===== src/sv/htd_ram.sv =====
// Generic single-port-write, single-port-read RAM with registered read data.
`timescale 1ns / 1ps
module htd_ram #(
   parameter int WIDTH = 8,
   parameter int DEPTH = 16
) (
   input  logic                     clock,
   input  logic                     wr_en,
   input  logic [$clog2(DEPTH)-1:0] wr_addr,
   input  logic [WIDTH-1:0]         wr_data,
   input  logic                     rd_en,
   input  logic [$clog2(DEPTH)-1:0] rd_addr,
   output logic [WIDTH-1:0]         rd_data
);

   logic [WIDTH-1:0] mem_ff [DEPTH];
   logic [WIDTH-1:0] rd_data_ff;

   always_ff @(posedge clock) begin
      if (wr_en) begin
         mem_ff[wr_addr] <= wr_data;
      end
      if (rd_en) begin
         rd_data_ff <= mem_ff[rd_addr];
      end
   end

   assign rd_data = rd_data_ff;

endmodule


===== config.mk =====
export PLATFORM = sky130hd
export DESIGN_NAME = htd_ram
export DESIGN_NICKNAME = d
export VERILOG_FILES = /design/src/sv/htd_ram.sv
export SDC_FILE = /design/constraint.sdc
export NUM_CORES = 1
export LEC_CHECK = 0
export BUFFER_PORTS_ARGS = -buffer_cell sky130_fd_sc_hd__buf_2
export CAP_MARGIN = 20
export CORE_MARGIN = 5
export CORE_UTILIZATION = 35
export CTS_CLUSTER_SIZE = 14
export DETAILED_ROUTE_END_ITERATION = 8
export PLACE_DENSITY = 0.6
export SYNTH_ARGS = -nofsm -noshare
export SYNTH_HDL_FRONTEND = slang
export SYNTH_SLANG_ARGS = --single-unit

===== constraint.sdc =====
create_clock -name clock -period 2.3 [get_ports clock]
set_clock_uncertainty 0.2 [all_clocks]
set_input_delay 0.23 -clock clock [delete_from_list [all_inputs] [get_ports clock]]
set_output_delay 0.23 -clock clock [all_outputs]
set_load 0.005 [all_outputs]

## Word-level counts from Yosys, hierarchy flattened

Memories as Yosys holds them, arrays and structs flattened. A register that Yosys moved wholly into a read port is not among the register bits.
Cells that the tools add are included.

- Memories: 1
- Memory bits (writable): 128
- Bits of input ports: 19
- Flip-flop bits (word level): 0

- Mux-type cells: 2

Memory list:

| name | depth | width | read ports | clocked after Yosys merged registers in | write ports | RTL line | text |
|---|---|---|---|---|---|---|---|
| mem_ff | 16 | 8 | 1 | 1 | 1 | 16 | `logic [WIDTH-1:0] mem_ff [DEPTH];` |

Operators by type and width:

| cell | count |
|---|---|
| $mux W1 | 2 |

## Longest topological paths before layout

- Depth in word-level cells: 2
- Mapped depth: 5
- Depth with buffers taken out: 3

## Worst setup path before layout

OpenSTA, ideal clock, no wires.

- Kind: input-to-reg
- Start: input wr_addr[2]
- End: memory mem_ff[0][0] (enable)
- Setup time: 383 ps
- Buffers on the path: 0
- Required time: 1717 ps
- Stages on the path: 2
- Arrival time: 1340 ps
- Setup slack: 377 ps
- Path through: or3b_2 -> nor3_1

RTL lines:

| item | RTL line | text |
|---|---|---|
| from (decl) | 9 | `input logic [$clog2(DEPTH)-1:0] wr_addr,` |
| to (decl) | 16 |  |

Straight into the memory's write port.

==> flow_metrics.env <==
export IMPL_pin_count=27
export IMPL_power_switching_share=0.186
export IMPL_post_route_drc_count=0
export IMPL_power_static_leakage_nw=2.19
export IMPL_synth_seq_area_share=0.781
export IMPL_power_internal_mw=4.93
export IMPL_dr_wl_cell_um=21.3
export IMPL_timing_critical_path_fanout_max=1
export IMPL_placement_io_buffers=26
export IMPL_relSlewSlack=0.581
export IMPL_root_buffer="clkbuf_16"
export IMPL_synthesis_area_per_instance_um2=22.8
export IMPL_die_x_um=132
export IMPL_ys_types=18
export IMPL_reg2reg_from="mem_ff[1][3]$_DFFE_PP_"
export IMPL_cp_data_arrival_time_ns=1.74
export IMPL_postRouteWirelength_mm=10.5
export IMPL_final_slew_viol_count=0
export IMPL_setup_violations_final=0
export IMPL_vias=2514
export IMPL_min_delay_path_class="in2reg"
export IMPL_routabilityCongestion=0.749
export IMPL_tritoncts="yes"
export IMPL_ir_drop_mv=0.606
export IMPL_post_cts_setup_buffers=0
export IMPL_grt_max_degree=20
export IMPL_fin_crit_sh=0.782
export IMPL_p_seq_frac=0.463
export IMPL_floorplan_rows=44
export IMPL_cts_inserted_buffers=17
export IMPL_detailedPlacementHpwl_mm=6.87
export IMPL_fmaxAchievable_ghz=0.556
export IMPL_fin_util=0.441
export IMPL_antenna_left=0
export IMPL_finalNetCount=314
export IMPL_initial_utilization=0.358
export IMPL_cts_sinks=136
export IMPL_post_synth_main_area_contributors="edfxtp_1 78%, mux4_2 7.8%, mux4_1 7.0%"
export IMPL_pwr_density_cell_mw_per_mm2=941
export IMPL_hold_viol_final=0
export IMPL_viasPerCell=5.11
export IMPL_clk_path_buf_depth=2
export IMPL_layout_area_overhead_vs_synth_pct=23.2
export IMPL_final_global_route_overflow_total=0
export IMPL_grt_pass1_wl_mm=16.1
export IMPL_proportion_of_layout_cells_with_a_drive_suffix_above_1=0.325
export IMPL_fillerInstances=1206
export IMPL_status="finished, final reports clean"
export IMPL_clock_tree_htree_level_count=4
export IMPL_grt_pass1_vias=2523
export IMPL_critical_path_class="reg2reg"
export IMPL_grt_antenna_before_repair=0
export IMPL_fin_area_mm2=0.00644
export IMPL_fin_crit_ns=1.80
export IMPL_core_ar_mm2=0.0146
export IMPL_gr_usage_all_layers=0.125
export IMPL_multi_input_combinational_cell_area_mm2=0.00106
export IMPL_synth_top_cell_area_share=0.781
export IMPL_seq_area_mm2=0.00408
export IMPL_power_clock_fraction=0.492
export IMPL_grt_setup_unrepaired="false"
export IMPL_drtIter0Drc=221
export IMPL_ant_diodes=0
export IMPL_drtPass1Iterations=4
export IMPL_critical_path_required_ns=2.25
export IMPL_floorplan_die_height_um=132
export IMPL_yosysWarningCount=0
export IMPL_worst_slew_pin_transition_ns=0.627
export IMPL_cap_violations=0
export IMPL_full_die_area_mm2=0.0175
export IMPL_clkSlewWorstSetupHoldPaths_ns=0.06
export IMPL_placement_cell_area_mm2=0.00574
export IMPL_timing_critical_path_from="mem_ff[1][3]$_DFFE_PP_"
export IMPL_post_synth_top_area_cell="edfxtp_1"
export IMPL_worst_skew_pair_late_latency_ns=0.41
export IMPL_net_sw_power_mw=1.13
export IMPL_postSynthNetCount=248
export IMPL_post_route_setup_tns_ns=0
export IMPL_synth_area_mm2=0.00523
export IMPL_worstSetupEndpointType="register"
export IMPL_power_frac_comb=0.045
export IMPL_kind_of_start_point_of_the_critical_path="register"
export IMPL_flip_flop_and_latch_count_after_synthesis=136
export IMPL_worst_hold_startpoint="wr_data[3]"
export IMPL_postSynthCellCount=229
==> layout make-up <==
class	count	share of cell area
clock buffer	18	0.0667
clock inverter	14	0.0354
sequential	136	0.634
timing repair buffer	57	0.0637
multi-input combinational	83	0.164
tap	184	0.0358
==> path summary, 6_finish.rpt <==
| path | to | slack, ns | depth (start not counted) |
|---|---|---|---|
| setup / recovery | rd_data[3]$_DFFE_PP_ | 0.50 | 3 |
| hold / removal | mem_ff[1][3]$_DFFE_PP_ | 0.01 | 1 |
| setup reg to reg | rd_data[3]$_DFFE_PP_ | 0.50 | 3 |
| hold reg to reg | rd_data[0]$_DFFE_PP_ | 0.55 | 3 |
==> what timing repair did <==
action,in CTS,in global routing
resized for setup,0,0
endpoints found under the hold margin,38,0
hold buffers,4,0
==> metal layers <==
metal	GRT usage	share of wire	vias up
met1	0.182	0.45	1302
met3	0.0374	0.070	9
li1	-	-	1116
met5	0	0	-
met4	0.0424	0.0087	0
met2	0.182	0.47	87
==> stage by stage <==
stage	hold slack, ns	instances	setup WS, ns	total power [mW]
finish	0.00978	492	0.502	6.06
global route	0.0149	492	0.423	6.26
CTS	0.000687	492	0.500	6.14
detailed placement	0.417	456	0.199	3.13
global placement	0.415	456	0.206	3.12
floorplan	0.129	229	0.377	3.00
==> synthesized netlist by cell type <==
master,count
nand2b_1,2
nor3_1,4
buf_6,3
buf_2,3
edfxtp_1,136
clkdlybuf4s25_2,3
nand3_1,1
buf_4,1
mux4_1,14
nor2b_1,1
nor2_1,13
nand2_1,9
or3b_2,1
nand3b_1,2
and2_1,1
a22oi_1,16
and2b_1,1
mux4_2,18
==> cells in the final DEF, fill, tap and decap left out, types with 3 or more instances in the layout <==
cell type / instances
a22oi_1: 16
buf_12: 3
buf_2: 26
buf_4: 24
bufinv_16: 6
clkbuf_16: 17
clkinv_1: 3
clkinvlp_4: 3
dlygate4sd3_1: 4
edfxtp_1: 136
mux4_1: 14
mux4_2: 18
nand2_1: 9
nor2_1: 13
nor3_1: 4
==> power by group through the flow <==
stage	Combinational, mW	Sequential [mW]	Clock (mW)
2_1_floorplan	0.141	2.86	0
3_3_place_gp	0.266	2.86	0
3_5_place_dp	0.270	2.86	0
4_1_cts	0.277	2.81	3.05
5_1_grt	0.294	2.81	3.15
6_report	0.270	2.81	2.98
==> worst max-delay path, stage by stage, from the launching register on <==
cell and delay, ns:
edfxtp_1 0.36, mux4_1 0.56, a22oi_1 0.29, nand2_1 0.12
==> cells by family (layout without fill, tap and decap cells) <==
| group | after synthesis | in the layout | synth area share |
|---|---|---|---|
| AO/OA/AOI/OAI | 16 | 16 | 0.0230 |
| AND/OR/NAND/NOR | 35 | 35 | 0.0314 |
| flip-flops | 136 | 136 | 0.781 |
| multiplexers | 32 | 32 | 0.148 |
| buffers and inverters | 10 | 89 | 0.0165 |
==> flip-flops by register name, summed over array words and instances, names as in the netlist <==
| signal | count |
|---|---|
| mem_ff | 128 |
| rd_data | 8 |
Power figures use the tool's default switching activity.
