<file path="src/sv/htd_pkg.sv">
// Shared types and constants for the Huffman trie decoder.
`timescale 1ns / 1ps
package htd_pkg;

   localparam int NODE_COUNT    = 512;
   localparam int MAX_CODE_BITS = 32;
   localparam int BYTE_BITS     = 8;

   localparam int NODE_W = $clog2(NODE_COUNT);
   localparam int USED_W = $clog2(NODE_COUNT + 1);
   localparam int CNT_W  = $clog2(MAX_CODE_BITS + 1);
   localparam int DBIT_W = $clog2(BYTE_BITS + 1);

   typedef struct packed {
      logic [NODE_W-1:0] kid_one;
      logic [NODE_W-1:0] kid_zero;
      logic              leaf;
      logic [7:0]        value;
   } node_type;

   localparam int NODE_BITS = $bits(node_type);

   typedef enum logic [1:0] {
      CMD_CLEAR = 2'd0,
      CMD_LOAD  = 2'd1,
      CMD_DATA  = 2'd2
   } cmd_type;

   typedef enum logic [2:0] {
      ST_IDLE,
      ST_ALIGN,
      ST_LBIT,
      ST_LCAP,
      ST_DSTEP,
      ST_FIN
   } state_type;

   typedef struct packed {
      logic [7:0] symbol;
      logic       is_symbol;
      logic       last;
      logic       done;
      logic       error;
   } rsp_type;

   typedef struct packed {
      logic    valid;
      rsp_type beat;
   } push_type;

endpackage

</file>
<file path="src/sv/htd_rsp_reg.sv">
// Output register of the result channel.
`timescale 1ns / 1ps
module htd_rsp_reg (
   input  logic              clock,
   input  logic              reset,
   input  htd_pkg::push_type push,
   output logic              free,
   output logic              rsp_valid,
   input  logic              rsp_ready,
   output logic [7:0]        rsp_out_symbol,
   output logic              rsp_is_symbol,
   output logic              rsp_last,
   output logic              rsp_done_res,
   output logic              rsp_error
);

   logic             valid_ff;
   logic             valid_in;
   htd_pkg::rsp_type beat_ff;

   assign free = !valid_ff || rsp_ready;

   always_comb begin
      valid_in = valid_ff;
      if (push.valid && free) begin
         valid_in = 1'b1;
      end else if (rsp_ready) begin
         valid_in = 1'b0;
      end
   end

   always_ff @(posedge clock) begin
      if (reset) begin
         valid_ff <= 1'b0;
      end else begin
         valid_ff <= valid_in;
      end
   end

   // load a new beat only when the slot is empty or draining
   always_ff @(posedge clock) begin
      if (push.valid && free) begin
         beat_ff <= push.beat;
      end
   end

   assign rsp_valid      = valid_ff;
   assign rsp_out_symbol = beat_ff.symbol;
   assign rsp_is_symbol  = beat_ff.is_symbol;
   assign rsp_last       = beat_ff.last;
   assign rsp_done_res   = beat_ff.done;
   assign rsp_error      = beat_ff.error;

endmodule

</file>
<file path="config.mk">
export PLATFORM = sky130hd
export DESIGN_NAME = htd_rsp_reg
export DESIGN_NICKNAME = d
export VERILOG_FILES = /design/src/sv/htd_pkg.sv /design/src/sv/htd_rsp_reg.sv
export SDC_FILE = /design/constraint.sdc
export NUM_CORES = 1
export LEC_CHECK = 0
export BUFFER_PORTS_ARGS = -buffer_cell sky130_fd_sc_hd__clkbuf_2
export CORE_AREA = 3 3 40 42
export CTS_BUF_LIST = sky130_fd_sc_hd__clkbuf_4
export DETAILED_ROUTE_END_ITERATION = 10
export DIE_AREA = 0 0 43 45
export MAX_ROUTING_LAYER = met4
export SETUP_SLACK_MARGIN = 0.4
export SLEW_MARGIN = 20
export SYNTH_ARGS = -nofsm -noshare
export SYNTH_HDL_FRONTEND = slang
export SYNTH_SLANG_ARGS = --single-unit
export TNS_END_PERCENT = 20
</file>
<file path="constraint.sdc">
create_clock -name clock -period 3.1 [get_ports clock]
set_clock_uncertainty 0.2 [all_clocks]
set_input_delay 0.155 -clock clock [delete_from_list [all_inputs] [get_ports clock]]
set_output_delay 0.155 -clock clock [all_outputs]
set_load 0.02 [all_outputs]
</file>
Word level (Yosys, flattened, before mapping)
Cells that the tools add are included.
{"block": "word_totals", "ff_bits": 13, "inputBits": 16, "output_inout_bits": 14, "elab_cells": 12}
{"block": "classes", "muxes": 2, "reduce_logical": 4}
{"operator": "two-way mux 1 bit", "count": 2}
{"operator": "nonzero test 2 bit", "count": 1}
{"operator": "logical AND 1 bit", "count": 1}
{"operator": "zero test 1 bit", "count": 1}
{"operator": "logical OR 1 bit", "count": 1}

Logic depth before layout (Yosys ltp)
Gate-level depths: netlist (run 1).
{"block": "logic_depth", "word_depth": 4, "depth_mapped": 2, "depth_no_buf": 2}

Least setup slack after synthesis (run 1)
Ideal clock, no wire load.
{"block": "synth_path", "path_type": "reg-to-reg", "start": "reg valid_ff (netlist: rsp_valid)", "end": "reg beat_ff (netlist bit rsp_done_res), enable pin", "arrival_time_ns": 0.803, "slack_ns": 1.844, "path_stages_with_launch": 3, "n_path_buf": 0, "synth_period_minus_slack_ns": 1.256, "path_cell_list": "dfxtp_1 -> nand2b_4 -> and2_4"}
{"block": "synth_via", "elab_chain_cells": 3}
{"item": "start: declaration", "line_no": "htd_rsp_reg.sv:17", "rtl": "logic valid_ff;"}
{"item": "start signal: assignment", "line_no": "htd_rsp_reg.sv:36", "rtl": "valid_ff <= valid_in;"}
{"item": "zero test 1 bit", "line_no": "htd_rsp_reg.sv:21", "rtl": "assign free = !valid_ff || rsp_ready;"}
{"item": "logical OR 1 bit", "line_no": "htd_rsp_reg.sv:21"}
{"item": "net free", "line_no": "htd_rsp_reg.sv:7", "rtl": "output logic free,"}
{"item": "logical AND 1 bit", "line_no": "htd_rsp_reg.sv:42", "rtl": "if (push.valid && free) begin"}
{"item": "end signal: assignment", "line_no": "htd_rsp_reg.sv:43", "rtl": "beat_ff <= push.beat;"}
{"item": "end: declaration", "line_no": "htd_rsp_reg.sv:19", "rtl": "htd_pkg::rsp_type beat_ff;"}
The timed path passes the listed nets, and every way through them passes these cells.
A chain may end at the register's enable or synchronous reset.

Final worst setup path (run 1)
{"block": "layout_path", "start": "in reset", "end": "reg valid_ff (netlist: rsp_valid)"}
{"item": "start: declaration", "line_no": "htd_rsp_reg.sv:5", "rtl": "input logic reset,"}
No word-level cell between the ends.

==> key figures, run 1 <==
Floorplan
  – Die footprint: between 0.0015 and 0.002 mm^2
  – Die Ht: 45 um
  – Die W: approximately 43 um
  – # IOs: 30
  – Initial Utilization: about 32%
  – Core Rows: 13
  – Core area: 0.001285 mm^2

GRT
  – Largest net degree at the start of global routing: 13
  – Vias in the first global route: around 310
  – Overflow after GRT: 0
  – Initial antenna violation count: 0
  – Total Routing Usage GR: under 10%
  – First-pass GRT wire length: approximately 1.2 mm

Routing
  – Starting DRT DRC Count: 2
  – Final wirelength: about 850 um
  – ANT nets after route: 0
  – Drt via density: about 4.0
  – 1st-pass router iterations: 4
  – Residual DRC: 0
  – DR vias: 315
  – Routed len/inst: about 11 um

Power and ir drop
  – PwrDens: 493.3 mW/mm^2
  – Tot Pwr: around 370 uW
  – Worst VDD drop: around 0.28 mV
  – Leakage Power: around 0.34 nW

Timing
  – Relative slew margins: about nine tenths
  – Max frequency: ~700 MHz
  – Final min period: ~1.4 ns
  – RSZ-0062 raised after global routing: false
  – Total Neg Setup Slack: 0 ns
  – Worst-margin pin slew: 0.1588 ns
  – Final setup fails: 0
  – Tcrit/Tclk final: a little under half
  – Endpoints failing hold: 0
  – Worst setup slack after layout: approximately 1.7 ns
  – Max-slew violation count: 0

Clocking
  – Clock tree root buffer cell: clkbuf_4
  – Clock-pin slew on the worst setup and hold paths: ~0.080 ns
  – CTS tree: done
  – Clock Path Buffers: 2
  – Worst skew pair latency: ~0.27 ns
  – Post-CTS Setup Bufs: 0
  – Cts bufs inserted: 3
  – H-tree Lvls: 1
  – CTS sink cnt: 13

Setup path
  – Critical path data arrival time: approximately 1.4 ns
  – Worst r2r src: rsp_valid
  – Reg-to-reg slack, setup: approximately 1.7 ns
  – Crit path kind: input port to flop
  – Crit end category: flop
  – Reg2reg path depth: 3
  – Critical path startpoint category: input port
  – Reg-to-reg endpoint: rsp_valid
  – Worst Path Required: 3.11 ns
  – Crit path max fanout: 1

Cells and area
  – Non-Filler Instances: 79
  – Flip-flop and latch area: 380.4 um^2
  – Fill count: around 120
  – Multi-input gate area: 31.28 um^2
  – Most common cell after layout, fill and taps aside: clkbuf_2
  – Syn-to-layout area delta: 80.42%
  – Layout cells sized above 1: 56.25%
  – Design area: around 750 um^2
  – Layout net count: 81
  – ANT cells: 0
  – Commonest non-fill, non-tap cells in the layout: clkbuf_2, dlygate4sd3_1, edfxtp_1, clkbuf_4

Placement
  – Post-place instance area: 579.3 um^2
  – GPL Wtd Cong: just over 0.6
  – Buffers added on ports: 29
  – Dpl ws: slightly below 2 ns
  – Placed Instances: between 60 and 70
  – DP Wirelength: a little over 500 um

Worst hold path
  – Tightest Hold Check Type: input port to flop
  – Hold depth: 2
  – Hold wc startpoint: push[12]
  – Worst Hold End: rsp_out_symbol[5]

Synthesis
  – Mapped Avg Cell Area: between 20 and 25 um^2
  – FF+latch count, synth: 13
  – Synth area leaders: edfxtp_1, dfxtp_1, nand2b_4, a21oi_2, and2_4
  – Syn Inst Count: 17
  – Syn. warnings: 0
  – Distinct cells, synth: 6
  – Post-synthesis sequential area ratio: between 90% and 100%
  – Post-synthesis net count: 33
  – Dominant cell type by area after synthesis: edfxtp_1
  – Top-area cell type share of the netlist area: roughly 87%
  – Mapped cell area: about 420 um^2

Status
  – Status: finished, final reports clean

Run
  – Max_cap viols: 0
==> Yosys cell counts <==
cell       n
inv_1      1
nand2b_4   1
edfxtp_1  12
a21oi_2    1
and2_4     1
dfxtp_1    1
==> where the power goes <==
part | leakage, nW | switching, mW | internal [mW]
registers | 0.124 | 0.00294 | 0.203
clock network | 0.0184 | 0.0512 | 0.0585
logic | 0.199 | 0.0263 | 0.0274
==> cell families after synthesis <==
kind of cell,share of synthesized area (%)
AO/OA/AOI/OAI,2.109
buffers and inverters,0.9027
flip-flops,91.57
AND/OR/NAND/NOR,5.421
==> metrics by stage <==
step / utilization, % / hold slack, ns
detailed placement: 45.08 / 0.1220
floorplan: - / 0.01744
finish: 58.33 / 0.1399
CTS: 58.33 / 0.1338
global route: 58.33 / 0.1466
global placement: 45.08 / 0.1251
==> worst max-delay path: stages <==
cell,delay [ns]
dlygate4sd3_1,0.53
clkbuf_2,0.11
a21oi_2,0.09
dlygate4sd3_1,0.55
==> worst max-delay path by stage <==
| stage | slack [ns] | end | from |
|---|---|---|---|
| after floorplan | 1.84 | rsp_done_res | rsp_valid |
| after global placement | 1.96 | rsp_out_symbol[7] | rsp_valid |
| after detailed placement | 1.96 | rsp_out_symbol[2] | rsp_valid |
| after CTS | 1.71 | rsp_valid | reset |
| after global routing | 1.61 | rsp_valid | reset |
| final | 1.68 | rsp_valid | reset |
==> metal layers <==
metal | part of all wire, % | vias up | global-route usage, % | routed length [um]
met5 | 0 | - | - | 0
met4 | 0 | 0 | 7.229 | 0
met3 | 9.9 | 0 | 2.390 | 84
met1 | 37 | 139 | 10.34 | 315
li1 | - | 157 | - | -
met2 | 53 | 19 | 16.47 | 446
==> what timing repair did <==
| item | CTS | global route |
|---|---|---|
| hold buffers | 14 | 0 |
| setup endpoints to repair | 0 | 0 |
| resized for setup | 0 | 0 |
| hold endpoints to repair | 13 | 0 |
==> cell type report <==
| type | count | area share, % |
|---|---|---|
| Clock buffer | 4 | 4.007 |
| Timing Repair Buffer | 43 | 38.06 |
| Tap cell | 15 | 2.504 |
| Multi-Input combinational cell | 3 | 4.174 |
| Inverter | 1 | 0.5008 |
| Sequential cell | 13 | 50.75 |
==> state kept, by name, indices dropped and copies added, names as in the netlist <==
name            count
rsp_valid           1
rsp_out_symbol      8
rsp_last            1
rsp_done_res        1
rsp_is_symbol       1
rsp_error           1
(Power assumes the default switching activity.)
==> run 2, diff against run 1 <==
==> constraint.sdc (replaced) <==
create_clock -name clock -period 1.5 [get_ports clock]
set_clock_uncertainty 0.2 [all_clocks]
set_input_delay 0.075 -clock clock [delete_from_list [all_inputs] [get_ports clock]]
set_output_delay 0.075 -clock clock [all_outputs]
set_load 0.02 [all_outputs]
==> run 2 against run 1 <==
  * First-iteration DRC count is the same
  * Worst setup slack got worse by 1.3 ns
  * Die area stayed put
  * Critical path type is now flop to flop
  * Non-clock buffer count rose by 2
  * Utilization is 2.9 points higher
==> key figures, run 2 (synthesis results as in run 1) <==
Status
  – Status: finished, final reports clean

Timing
  – Tcrit/Tclk final: between 70 and 80%
  – Max-slew violation count: 0 (unchanged)
  – Worst setup slack after layout: 0.3878 ns (-1.292 ns)
  – Final setup fails: 0 (unchanged)
  – Worst-margin pin slew: 0.1263 ns (-0.03245 ns)
  – Max frequency: roughly 900 MHz
  – Endpoints failing hold: 0 (unchanged)
  – Relative slew margins: 91.62% (+2.2 points)
  – Total Neg Setup Slack: 0 ns (unchanged)
  – Final min period: 1.112 ns
  – RSZ-0062 raised after global routing: true

Routing
  – Final wirelength: 954 um (+13%)
  – DR vias: 329 (+4.4%)
  – Residual DRC: 0 (unchanged)
  – Starting DRT DRC Count: 2 (unchanged)
  – ANT nets after route: 0 (unchanged)
  – Drt via density: 4.012 (+0.62%)
  – 1st-pass router iterations: 2 (-2)
  – Routed len/inst: 11.63 um (+8.8%)

Cells and area
  – Layout cells sized above 1: 59.70% (+3.5 points)
  – ANT cells: 0 (unchanged)
  – Most common cell after layout, fill and taps aside: clkbuf_2
  – Commonest non-fill, non-tap cells in the layout: clkbuf_2, dlygate4sd3_1, edfxtp_1, clkbuf_4
  – Design area: 787.0 um^2 (+5.0%)
  – Fill count: 111 (-5.1%)
  – Non-Filler Instances: 82 (+3.8%)
  – Layout net count: 84 (+3.7%)
  – Multi-input gate area: 40.04 um^2 (+28%)
  – Syn-to-layout area delta: 89.46%
  – Flip-flop and latch area: 384.1 um^2 (+0.99%)
  – Final Util: 61.25% (+2.9 points)
  – Number of flip-flops in the largest register: 8 (unchanged)

Clocking
  – Cts bufs inserted: 3 (unchanged)
  – CTS tree: done
  – Clock-pin slew on the worst setup and hold paths: 0.08 ns (about the same)
  – Worst skew pair latency: 0.27 ns (about the same)
  – Clock Path Buffers: 2 (unchanged)
  – CTS sink cnt: 13 (unchanged)
  – H-tree Lvls: 1 (unchanged)
  – Clock tree root buffer cell: clkbuf_4

Power and ir drop
  – P_sw: 168.6 uW (+110%)
  – Leakage Power: 0.3584 nW (+4.8%)
  – PwrDens: 982.2 mW/mm^2 (+99%)
  – Sw frac: 21.81% (+0.049 points)
  – Clock network fraction of design power: 29.2% (-0.5 points)
  – Flop pwr share: 55.0% (-0.8 points)
  – Combinational power share: 15.7% (+1.2 points)
  – Cell-internal power: 604.4 uW (+110%)
  – Worst VDD drop: 0.4698 mV (+68%)

Worst hold path
  – Hold wc startpoint: push[12]
  – Worst Hold End: rsp_last
  – Tightest Hold Check Type: input port to flop
  – Hold depth: 2 (unchanged)

GRT
  – Total Routing Usage GR: 11.40% (+1.5 points)
  – Initial antenna violation count: 0 (unchanged)
  – Overflow after GRT: 0 (unchanged)
  – First-pass GRT wire length: 1.497 mm (+20%)
  – Largest net degree at the start of global routing: 8 (-5)
  – Vias in the first global route: 361 (+18%)

Setup path
  – Critical Path Source: rsp_valid
  – Critical path startpoint category: flop
  – Crit end category: flop
  – Reg-to-reg endpoint: rsp_out_symbol[5]
  – CP delay by family, top: flip-flops
  – Worst Path Buf+Inv: 0 (-3)
  – Worst path slowest cell: dfxtp_4
  – Worst Path Required: 1.28 ns (-1.83 ns)
  – Worst r2r src: rsp_valid
  – Crit path max fanout: 6 (+5)
  – Reg2reg path depth: 2 (-1)
  – Worst path max stage delay: 0.35 ns (-0.20 ns)
  – Reg-to-reg slack, setup: 0.39 ns (-1.34 ns)
  – Crit path kind: flop to flop
  – Critical path data arrival time: 0.90 ns (-0.53 ns)
  – Critical-path cell list: nand2b_4, and2_4

Floorplan
  – Core Rows: 13 (unchanged)
  – Core area: 0.001285 mm^2 (unchanged)
  – Die footprint: 0.001935 mm^2 (unchanged)
  – Die W: 43 um (unchanged)
  – Initial Utilization: 32.33% (unchanged)
  – # IOs: 30 (unchanged)
  – Die Ht: 45 um (unchanged)

Run
  – Max_cap viols: 0 (unchanged)

Placement
  – GPL Wtd Cong: 0.5798 (-5.7%)
  – Placed Instances: 61 (unchanged)
  – Dpl ws: 0.3478 ns (-1.610 ns)
  – Buffers added on ports: 29 (unchanged)
  – Post-place instance area: 583.1 um^2 (+0.65%)
run 2: changes by cell type in the layout (fill, tap and decap cells not counted):
cell	previous run	this run
clkbuf_2	29	28
dfxtp_1	1	0
and2_4	1	2
buf_8	0	1
buf_4	0	2
dfxtp_4	0	1
run 2: power groups by stage:
stage | Sequential, mW | Combinational, mW | Clock, mW
after floorplan | 0.462 | 0.0149 | 0
final | 0.425 | 0.122 | 0.226
after global routing | 0.428 | 0.131 | 0.240
after CTS | 0.426 | 0.119 | 0.235
after detailed placement | 0.434 | 0.0843 | 0
after global placement | 0.434 | 0.0829 | 0
run 2: through the flow:
stage               hold slack (ns)  total power, mW
finish                      0.03045           0.7730
global route                0.04176           0.7985
CTS                        -0.01926           0.7802
detailed placement          0.03366           0.5185
global placement            0.03408           0.5169
floorplan                  -0.07173           0.4769
run 2: layout make-up:
cell class,count,area share [%]
clock buffer,4,3.816
inverter,1,0.4769
multi-input combinational,4,5.087
sequential,13,48.81
tap,15,2.385
timing repair buffer,45,39.43
run 2: how the worst max path moves through the flow:
stage | endpoint | slack (ns) | cells past startpoint
global route | rsp_out_symbol[7] | 0.36 | 2
global placement | rsp_out_symbol[1] | 0.36 | 2
finish | rsp_out_symbol[5] | 0.39 | 2
detailed placement | rsp_out_symbol[1] | 0.35 | 2
floorplan | rsp_done_res | 0.31 | 2
CTS | free | 0.37 | 2
run 2: per-layer routing:
| metal | up-vias | global-route usage [%] | wire length, um |
|---|---|---|---|
| met5 | - | - | 0 |
| met2 | 18 | 20.96 | 506 |
| li1 | 163 | - | - |
| met1 | 148 | 10.80 | 357 |
| met4 | 0 | 5.422 | 0 |
| met3 | 0 | 3.586 | 91 |
run 2: timing repair:
item,4_1_cts,5_1_grt
hold buffers,14,0
buffers inserted,1,1
cloned,1,0
setup endpoints to repair,13,16
hold endpoints to repair,13,0
pin swaps,1,1
resized for setup,3,1
==> run 3, diff against run 2 <==
--- a/config.mk
+++ b/config.mk
@@ -5,12 +5,14 @@
 export SDC_FILE = /design/constraint.sdc
 export NUM_CORES = 1
 export LEC_CHECK = 0
+export ABC_AREA = 1
 export BUFFER_PORTS_ARGS = -buffer_cell sky130_fd_sc_hd__clkbuf_2
 export CORE_AREA = 3 3 40 42
 export CTS_BUF_LIST = sky130_fd_sc_hd__clkbuf_4
 export DETAILED_ROUTE_END_ITERATION = 10
 export DIE_AREA = 0 0 43 45
 export MAX_ROUTING_LAYER = met4
+export PLACE_DENSITY = 0.66
 export SETUP_SLACK_MARGIN = 0.4
 export SLEW_MARGIN = 20
 export SYNTH_ARGS = -nofsm -noshare
==> constraint.sdc (replaced) <==
create_clock -name clock -period 0.97 [get_ports clock]
set_clock_uncertainty 0.2 [all_clocks]
set_input_delay 0.0485 -clock clock [delete_from_list [all_inputs] [get_ports clock]]
set_output_delay 0.0485 -clock clock [all_outputs]
set_load 0.02 [all_outputs]
==> run 3 against run 2 <==
  * The run now ends with negative hold slack, negative setup slack left
  * Critical path depth increased by 1
  * Sequential share of layout area rose by 7.8 points
  * Clock-buffer cell count unchanged
  * Sequential power up 55%
  * Sequential cell count did not move
  * Utilization is 8.5 points lower
  * Final cell count decreased by 15%
  * Critical path type is now flop to output port
==> key figures, run 3 <==
Cells and area
  – Design area: 678.2 um^2 (-14%)
  – ANT cells: 0 (unchanged)
  – Layout cells sized above 1: 76.36% (+17 points)
  – Syn-to-layout area delta: 66.26%
  – Commonest non-fill, non-tap cells in the layout: clkbuf_2, buf_2, edfxtp_1, clkbuf_4, buf_4
  – Multi-input gate area: 36.28 um^2 (-9.4%)
  – Number of flip-flops in the largest register: 8 (unchanged)
  – Layout net count: 72 (-14%)
  – Most common cell after layout, fill and taps aside: clkbuf_2
  – Flip-flop and latch area: 384.1 um^2 (unchanged)
  – Fill count: 109 (-1.8%)

GRT
  – Overflow after GRT: 0 (unchanged)
  – First-pass GRT wire length: 1.366 mm (-8.8%)
  – Largest net degree at the start of global routing: 13 (+5)
  – Vias in the first global route: 290 (-20%)
  – Total Routing Usage GR: 10.43% (-0.97 points)
  – Initial antenna violation count: 0 (unchanged)

Timing
  – Final min period: between 1 and 1.5 ns
  – Relative slew margins: 91.14% (-0.48 points)
  – Worst setup slack after layout: -0.1901 ns (-0.5779 ns)
  – Hold Slack: -0.2762 ns (-0.3066 ns)
  – Tcrit/Tclk final: 119.6%
  – Max frequency: about 860 MHz
  – RSZ-0062 raised after global routing: true
  – Max-slew violation count: 0 (unchanged)
  – Worst-margin pin slew: 0.1327 ns (+0.006352 ns)
  – Endpoints failing hold: 13 (+13)
  – Final setup fails: 26 (+26)

Synthesis
  – Post-synthesis sequential area ratio: 93.25% (+1.7 points)
  – EDFF count, synth: 12 (unchanged)
  – Distinct cells, synth: 7 (+1)
  – Syn. warnings: 0 (unchanged)
  – Most used DFF post-synth: edfxtp_1
  – Syn Inst Count: 18 (+1)
  – Synth area leaders: edfxtp_1, dfxtp_1, a21oi_2, nand2_2, a21oi_1
  – Mapped Avg Cell Area: 22.66 um^2 (-7.3%)
  – Dominant cell type by area after synthesis: edfxtp_1
  – Count leader, synth: edfxtp_1
  – FF+latch count, synth: 13 (unchanged)
  – Ys async rst share: 0% (unchanged)
  – Mapped cell area: 407.9 um^2 (-1.8%)
  – Top-area cell type share of the netlist area: 88.34% (+1.6 points)
  – Post-synthesis net count: 34 (+3.0%)

Floorplan
  – Die Ht: 45 um (unchanged)
  – Die footprint: 0.001935 mm^2 (unchanged)
  – Core Rows: 13 (unchanged)
  – # IOs: 30 (unchanged)
  – Core area: 0.001285 mm^2 (unchanged)
  – Initial Utilization: 31.74% (-0.58 points)
  – Die W: 43 um (unchanged)

Setup path
  – Crit end category: output port
  – Critical path startpoint category: flop
  – Critical path data arrival time: 0.91 ns (about the same)
  – Worst Path Required: 0.72 ns (-0.56 ns)
  – Crit path kind: flop to output port
  – Crit path max fanout: 2 (-4)
  – Reg2reg path depth: 2 (unchanged)

Clocking
  – CTS sink cnt: 13 (unchanged)
  – Worst skew pair latency: 0.27 ns (about the same)
  – Clock tree root buffer cell: clkbuf_4
  – Cts bufs inserted: 3 (unchanged)
  – H-tree Lvls: 1 (unchanged)
  – Clock-pin slew on the worst setup and hold paths: 0.08 ns (about the same)
  – CTS tree: done
  – Clock Path Buffers: 2 (unchanged)

Status
  – Status: complete, but fails checks
  – Failing checks: negative hold slack, negative setup slack

Power and ir drop
  – Leakage Power: 0.3128 nW (-13%)
  – Tot Pwr: 1.172 mW (+52%)
  – Worst VDD drop: 0.7053 mV (+50%)
  – PwrDens: 1728 mW/mm^2 (+76%)

Routing
  – Metal2 WL: 416 um (-18%)
  – Drt via density: 4.171 (+4.0%)
  – Top Layer Used: met3
  – DR vias: 292 (-11%)
  – ANT nets after route: 0 (unchanged)
  – Metal-1 WL: 330 um (-7.6%)
  – 1st-pass router iterations: 2 (unchanged)
  – Routed met3 length: 106 um (+16%)
  – Routed len/inst: 12.20 um (+4.9%)
  – Starting DRT DRC Count: 3 (+1)
  – Residual DRC: 0 (unchanged)
  – Final wirelength: 854 um (-10%)

Placement
  – Post-place instance area: 629.4 um^2 (+7.9%)
  – Buffers added on ports: 29 (unchanged)
  – GPL Wtd Cong: 0.6542 (+13%)
  – DP Wirelength: approximately 700 um

Worst hold path
  – Tightest Hold Check Type: input port to flop
  – Hold depth: 2 (unchanged)

Run
  – Max_cap viols: 0 (unchanged)
run 3: cell types whose count changed after synthesis, sizes merged:
cell | before | now
inv | 1 | 2
nand2 | 0 | 1
and2 | 1 | 0
nand2b | 1 | 0
a21oi | 1 | 2
run 3: logic make-up after synthesis:
group,after synthesis,share of synthesized area [%]
DFF,13,93.25
AOI/OAI and AO/OA,2,3.373
buffers and inverters,2,1.839
and+or+nand+nor,1,1.535
run 3: cell type report:
type	instances	area share (%)
sequential	13	56.64
timing repair buffer	33	29.70
multi-input combinational	3	5.351
clock buffer	4	4.428
tap	15	2.768
inverter	2	1.107
run 3: critical path, cell delays in order, from the launching register on:
cell	delay, ns
dfxtp_4	0.36
buf_6	0.12
nand2_4	0.06
buf_8	0.11
run 3: worst paths after layout:
kind	from	end	slack (ns)
max	rsp_valid	free	-0.19
min	reset	rsp_valid	-0.28
max reg2reg	rsp_valid	rsp_error	-0.16
min reg2reg	rsp_valid	rsp_valid	0.41
run 3: per-layer routing:
metal | track usage [%] | vias up
met2 | 15.57 | 21
met4 | 7.229 | 0
met5 | - | -
met1 | 12.05 | 130
li1 | - | 141
met3 | 3.187 | 0
run 3: power by group:
part           internal (mW)  switching, mW
registers              0.649        0.00934
clock network          0.187          0.164
logic                 0.0730         0.0890
run 3: metrics by stage:
step                cells  worst slack, ns  setup TNS [ns]  util (%)
global placement       66          -0.1301          -1.560     48.98
finish                 70          -0.1901          -3.133     52.78
floorplan              18          -0.2175          -2.610         -
detailed placement     66          -0.1515          -1.816     48.98
CTS                    70          -0.2194          -3.414     52.68
global route           70          -0.2293          -3.957     52.78
run 3: repair_timing:
| action | 4_1_cts | 5_1_grt |
|---|---|---|
| pin swaps | 1 | 0 |
| endpoints found under the hold margin | 13 | 13 |
| gates cloned | 0 | 0 |
| setup endpoints to repair | 27 | 27 |
| gates resized for setup | 4 | 14 |
| setup buffers | 0 | 0 |
